<file path="src/rtl/bpr_pkg.sv">
// ----------------------------------------------------------------------------
// bpr_pkg
// Shared types and constants for the branch resolve and predictor update block.
// Table depths are powers of two; the target and local history tables are indexed by low address bits.
// ----------------------------------------------------------------------------
package bpr_pkg;

  localparam int unsigned AddrW          = 32;
  localparam int unsigned HistW          = 10;
  localparam int unsigned CtrW           = 2;
  localparam int unsigned ModeW          = 3;
  localparam int unsigned TargetEntries  = 1024;
  localparam int unsigned CounterEntries = 1024;
  localparam int unsigned LocalEntries   = 256;
  localparam logic [AddrW-1:0] PcStep    = AddrW'(4);
  localparam logic [CtrW-1:0]  CtrMax    = CtrW'(3);
  localparam logic [CtrW-1:0]  CtrOne    = CtrW'(1);

  typedef enum logic [ModeW-1:0] {
    MODE_ANT    = 3'd0,
    MODE_AT     = 3'd1,
    MODE_BTFN   = 3'd2,
    MODE_ONEBIT = 3'd3,
    MODE_TWOBIT = 3'd4,
    MODE_GSHARE = 3'd5,
    MODE_LOCAL  = 3'd6
  } mode_e;

  typedef struct packed {
    logic [AddrW-1:0] branch_pc;
    logic             actual_taken;
    logic [AddrW-1:0] target_address;
  } in_item_t;

  typedef struct packed {
    logic             mispredicted;
    logic [AddrW-1:0] redirect_pc;
    logic [AddrW-1:0] correct_total;
    logic [AddrW-1:0] mispredict_total;
  } out_item_t;

  typedef struct packed {
    logic             pred;
    logic             tb_we;
    logic             ctr_we;
    logic [CtrW-1:0]  ctr_wdata;
    logic             lh_we;
    logic [HistW-1:0] lh_wdata;
    logic             gh_we;
  } upd_t;

endpackage

</file>
<file path="src/rtl/bpr_decide.sv">
// ----------------------------------------------------------------------------
// bpr_decide
// Prediction for the selected scheme and the table updates it implies.
// ----------------------------------------------------------------------------
module bpr_decide import bpr_pkg::*; (
  input  logic [ModeW-1:0] mode_i,
  input  in_item_t         item_i,
  input  logic [AddrW-1:0] entry_i,
  input  logic [CtrW-1:0]  ctr_i,
  input  logic [HistW-1:0] lh_i,
  output upd_t             upd_o
);

  logic            entry_nz;
  logic            taken;
  logic [CtrW-1:0] ctr_sat;

  assign entry_nz = (entry_i != '0);
  assign taken    = item_i.actual_taken;

  always_comb begin
    if (taken) begin
      ctr_sat = (ctr_i == CtrMax) ? CtrMax : ctr_i + CtrW'(1);
    end else begin
      ctr_sat = (ctr_i == '0) ? '0 : ctr_i - CtrW'(1);
    end
  end

  always_comb begin
    upd_o          = '0;
    upd_o.lh_wdata = {lh_i[HistW-2:0], taken};
    case (mode_i)
      MODE_AT: begin
        upd_o.pred  = entry_nz;
        upd_o.tb_we = !entry_nz && taken;
      end
      MODE_BTFN: begin
        upd_o.pred  = entry_nz && (entry_i < item_i.branch_pc);
        upd_o.tb_we = !upd_o.pred && taken && (item_i.target_address < item_i.branch_pc);
      end
      MODE_ONEBIT: begin
        upd_o.ctr_wdata = {1'b0, taken};
        if (entry_nz) begin
          upd_o.pred   = (ctr_i == CtrOne);
          upd_o.ctr_we = (upd_o.pred != taken);
        end else begin
          upd_o.ctr_we = 1'b1;
          upd_o.tb_we  = taken;
        end
      end
      MODE_TWOBIT, MODE_GSHARE, MODE_LOCAL: begin
        upd_o.pred      = ctr_i[CtrW-1];
        upd_o.ctr_we    = 1'b1;
        upd_o.ctr_wdata = ctr_sat;
        upd_o.tb_we     = !entry_nz && taken;
        upd_o.gh_we     = (mode_i == MODE_GSHARE);
        upd_o.lh_we     = (mode_i == MODE_LOCAL);
      end
      default: begin
        upd_o.pred = 1'b0;
      end
    endcase
  end

endmodule

</file>
<file path="config.mk">
export PLATFORM = sky130hd
export DESIGN_NAME = bpr_decide
export DESIGN_NICKNAME = d
export VERILOG_FILES = /design/src/rtl/bpr_pkg.sv /design/src/rtl/bpr_decide.sv
export SDC_FILE = /design/constraint.sdc
export NUM_CORES = 1
export LEC_CHECK = 0
export ABC_AREA = 1
export BUFFER_PORTS_ARGS = -buffer_cell sky130_fd_sc_hd__buf_2
export CORE_MARGIN = 1.5
export CORE_UTILIZATION = 45
export DETAILED_ROUTE_END_ITERATION = 6
export GPL_TIMING_DRIVEN = 0
export MAX_ROUTING_LAYER = met4
export PLACE_DENSITY = 0.95
export SYNTH_ARGS = -nofsm -noshare
export SYNTH_HDL_FRONTEND = slang
export SYNTH_SLANG_ARGS = --single-unit
</file>
<file path="constraint.sdc">
create_clock -name vclk -period 3.91
set_input_delay 0.5865 -clock vclk [all_inputs]
set_output_delay 0.5865 -clock vclk [all_outputs]
set_load 0.03 [all_outputs]
</file>
==> metrics.txt, run 1 <==
status=complete, no violations; First DRT Iteration DRCs=59; Die Width=67.00 µm; setup bufs post-CTS=0; first-pass GRT wire length=7.935 mm; n_diodes=0; total grt overflow=0; CP Capture Type=output port; # rows=23; number of I/O pins=129; layout cells sized above 1=31.91%; core area=3971 µm²; # fillers=between 300 and 400; Die Area=4488 µm²; Worst-Margin Slew=285.6 ps; Synth warnings=0; Die Height=67.00 µm; Detailed Routing Iterations Pass 1=4; Resized cells post-CTS=0; WS Path Type=in2out; CP required=3320 ps; vias in the first global route=2124; syn avg cell area=6.063 µm²; footprint of the multi-input gates=1565 µm²; # hold bufs at CTS=0; crit start category=input pin; via count=2285; Hold Path Class=in2out; synth unique cells=17; Seq cells=0; initial antenna violation count=0; Initial Util=46.41%; WHS Endpoint=upd_o[10]; CP Data Arrival Time=2130 ps; RSZ-0062 raised after global routing=false; hold path cells=2; clock buffer count=0; final setup TNS=0 ps; Mapped Area=1843 µm²; endpoints failing hold=0; Hold WS=1422 ps; pre-CTS worst setup slack=1165 ps; Mapped Cells=304; Final HPWL DP=4.776 mm; area growth from synthesis to layout=35.71%; WL final=5.089 mm; gr usage total=22.34%; Leakage=1.614 nW; Peak Freq=367.8 MHz; wire per inst=10.76 µm; IO Port Bufs=119; Routed Antenna Nets=0; Crit Path Max Fanout=2; Tcrit/Tclk final=69.54%; share of the yosys chip area belonging to registers=0%; vias per cell=between 4 and 5; max-slew violation count=0; Peak VDD IR=0.04733 mV; final worst setup slack=1191 ps; Tmin final=between 2000 and 3000 ps; max cap viols=0; GPL Wtd Cong=0.8298; Setup violations, final=0; DRC violations left=0; Power Density=101.0 nW/µm²; hold path start=lh_i[8]; register area=0 µm²; Synthesized Nets=478; Max-slew headroom=80.78%; Nets=599; Util after Layout=62.98%; largest net degree at the start of global routing=8
==> report_power, final <==
group          switching, W  internal (W)
logic              0.000138      0.000115
clock network             0             0
registers                 0             0
==> synthesized netlist by cell type (all sizes together) <==
cell type  instances  area, µm²
nand3              3      15.01
nand3b             1      7.510
inv               54      202.7
o21a               3      22.52
o21ai             14      70.07
nand4              5      31.28
or2                1      6.260
nor3               7      35.03
a21oi             33      165.2
xor2               1      8.760
ha                62      775.7
buf               10      75.07
nor2              39      156.4
nand2             70      265.3
nor4               1      6.260
==> cell usage in the layout (no fill, tap or decap) <==
cell	netlist	layout
nand4_1	5	5
nor4_1	1	1
buf_4	10	10
nand3b_1	1	1
nor2_1	35	35
a21oi_1	33	33
nor3_1	7	7
nor2_2	4	4
nand2_2	1	1
nand2_1	69	69
inv_1	54	54
ha_1	62	62
o21a_1	3	3
or2_2	1	1
nand3_1	3	3
xor2_1	1	1
o21ai_0	14	14
buf_2	0	119
==> layer usage <==
metal  track usage [%]  part of all wire, %  wire, µm  vias up
li1                  -                    -         -     1227
met3             1.520                  4.4       222        8
met4             6.633                  1.5        76        0
met5                 -                    0         0        -
met2             44.63                   53      2694       68
met1             23.00                   41      2095      982
==> cell families after synthesis <==
| group | synth area share (%) |
|---|---|
| AND/OR/NAND/NOR | 28.38 |
| buffers and inverters | 15.07 |
| adder cells (fa/ha/maj) | 42.09 |
| AO/OA/AOI/OAI | 13.99 |
| XOR/XNOR | 0.4753 |
==> worst max-delay path by stage <==
stage                     startpoint   endpoint  slack (ps)  cells past startpoint
after CTS                 item_i[64]  upd_o[15]        1160                     12
after global routing      item_i[64]  upd_o[15]        1000                     12
final                     item_i[64]  upd_o[15]        1190                     12
after floorplan           item_i[38]  upd_o[16]        1160                     11
after global placement    item_i[64]  upd_o[15]        1210                     12
after detailed placement  item_i[64]  upd_o[15]        1170                     12
==> critical path, cell delays in order <==
cell and delay (ps):
buf_2 80, inv_1 50, ha_1 290, nand2_1 80
nor2_2 150, nand4_1 130, nor4_1 240, nand2_1 110
nand2_2 80, nand2_1 50, nor2_1 90, buf_2 200
==> through the flow <==
step	cells	cell area, µm²	power, W
final	473	2501	0.0002527
after global routing	473	2501	0.0002908
after CTS	473	2501	0.0002533
after detailed placement	473	2501	0.0002519
after global placement	473	2501	0.0002386
after floorplan	304	1843	0.0001529
==> layout make-up <==
| cell class | count | share of cell area (%) |
|---|---|---|
| multi-input cells | 240 | 62.58 |
| repair buffers | 119 | 23.81 |
| inverters | 54 | 8.104 |
| plain buffers | 10 | 3.001 |
| well taps | 50 | 2.501 |
(Power assumes the default switching activity.)
==> run 2, diff against run 1 <==
--- a/config.mk
+++ b/config.mk
@@ -8,7 +8,7 @@
 export ABC_AREA = 1
 export BUFFER_PORTS_ARGS = -buffer_cell sky130_fd_sc_hd__buf_2
 export CORE_MARGIN = 1.5
-export CORE_UTILIZATION = 45
+export CORE_UTILIZATION = 44
 export DETAILED_ROUTE_END_ITERATION = 6
 export GPL_TIMING_DRIVEN = 0
 export MAX_ROUTING_LAYER = met4
==> constraint.sdc (replaced) <==
create_clock -name vclk -period 2.6
set_input_delay 0.39 -clock vclk [all_inputs]
set_output_delay 0.39 -clock vclk [all_outputs]
set_load 0.03 [all_outputs]
==> run 2 against run 1 <==
  * Power up 51%
  * Global-route usage down 0.17 points
  * Sequential cell count is the same
  * Non-clock buffer count unchanged
  * Setup slack got worse by 890 ps
  * Combinational power rose by 51%
  * Sequential share of layout area unchanged
  * Critical path type unchanged
==> metrics.txt, run 2 (synthesis results as in run 1) <==
status=complete, no violations; commonest cells after routing, fill and taps aside=buf_2, nand2_1, ha_1, inv_1, nor2_1; Hold Path Class=in2out; most common cell after layout, fill and taps aside=buf_2; # hold bufs at CTS=0; Worst Setup EP=upd_o[15]; CP max stage cell=ha_1; clock buffer count=0; Peak Freq=~440 MHz; met1 WL=1.975 mm; core area=between 4000 and 5000 µm²; final worst setup slack=305.5 ps; IO Port Bufs=~120; CP Capture Type=output port; crit start category=input pin; vias per cell=about 5; Worst-Margin Slew=308.5 ps; most used cell, CP=nand2_1; CP Data Arrival Time=about 1900 ps; Top Layer Used=met4; max cap viols=0; vias in the first global route=2194; Final HPWL DP=4.738 mm; Die Height=a little under 70 µm; largest stage delay on the critical path=290 ps; area growth from synthesis to layout=35.71%; placed insts=roughly 470; Routed Antenna Nets=0; via count=approximately 2300; WL final=5.042 mm; crit-path cells=buf_2 -> inv_1 -> ha_1 -> nand2_1 -> nor2_2 -> nand4_1 -> nor4_1 -> nand2_1 -> nand2_2 -> nand2_1 -> nor2_1 -> buf_2; Resized cells post-CTS=0; endpoints failing hold=0; final setup TNS=0 ps; register area=0 µm²; Tcrit/Tclk final=between 80% and 90%; Power Density=152.9 nW/µm²; layout cells sized above 1=a little under a third; DP Area=2501 µm²; n_diodes=0; DRC violations left=0; GPL Wtd Cong=0.8823; First DRT Iteration DRCs=67; wire per inst=10.66 µm; Die Width=67.72 µm; pre-CTS worst setup slack=283.7 ps; metal2 WL=between 2 and 3 mm; Tmin final=roughly 2300 ps; # rows=23; first-pass GRT wire length=between 8 and 9 mm; WS Path Type=in2out; gr usage total=roughly 22%; Crit Path Max Fanout=2; total grt overflow=0; Seq cells=0; setup bufs post-CTS=0; Peak VDD IR=0.07646 mV; CP required=2210 ps; Initial Util=46.07%; Met3 Routed Length=between 300 and 400 µm; Max-slew headroom=79.25%; Setup violations, final=0; Die Area=4586 µm²; max-slew violation count=0; number of I/O pins=around 130; Layout Cells excl Fill=473; Leakage=1.614 nW; RSZ-0062 raised after global routing=false; fin area=2501 µm²; initial antenna violation count=0; Detailed Routing Iterations Pass 1=5; critical path startpoint=item_i[64]; largest net degree at the start of global routing=8; Nets=599
run 2: worst min-delay path by stage:
| stage | startpoint | endpoint | slack (ps) | cells past startpoint |
|---|---|---|---|---|
| 6_report | lh_i[3] | upd_o[5] | 1030 | 2 |
| 5_1_grt | lh_i[4] | upd_o[6] | 1040 | 2 |
| 4_1_cts | lh_i[3] | upd_o[5] | 1030 | 2 |
| 3_5_place_dp | lh_i[3] | upd_o[5] | 1030 | 2 |
| 3_3_place_gp | lh_i[6] | upd_o[8] | 1030 | 2 |
| 2_1_floorplan | mode_i[1] | upd_o[0] | 900 | 1 |
run 2: power breakdown:
part,total (W),internal [W],switching (W),leakage [nW]
sequential,0,0,0,0
clock,0,0,0,0
combinational,0.000382,0.000173,0.000209,1.61
total,0.000382,0.000173,0.000209,1.61
run 2: critical path, delay by kind of cell:
kind	cells	cell delay (ps)
simple gates	8	900
fa+ha+maj	1	290
buf+inv	3	320
run 2: final cells by class:
cell class / count / area, µm²
buffer: 10 / 75.07
timing repair buffer: 119 / 595.6
inverter: 54 / 202.7
fill: 379 / 1499
multi-input combinational: 240 / 1565
tap: 50 / 62.56
run 2: per-layer routing:
layer	up-vias	global-route usage, %
met5	-	-
met4	0	7.398
met3	10	1.167
met2	91	43.87
met1	1019	22.83
li1	1225	-
run 2: through the flow:
step / hold slack, ps / power [W] / utilization, %
after floorplan: 902.2 / 0.0002300 / -
after global placement: 1031 / 0.0003598 / 62.53
final: 1029 / 0.0003824 / 62.53
after global routing: 1036 / 0.0004407 / 62.53
after CTS: 1030 / 0.0003833 / 62.53
after detailed placement: 1030 / 0.0003813 / 62.53
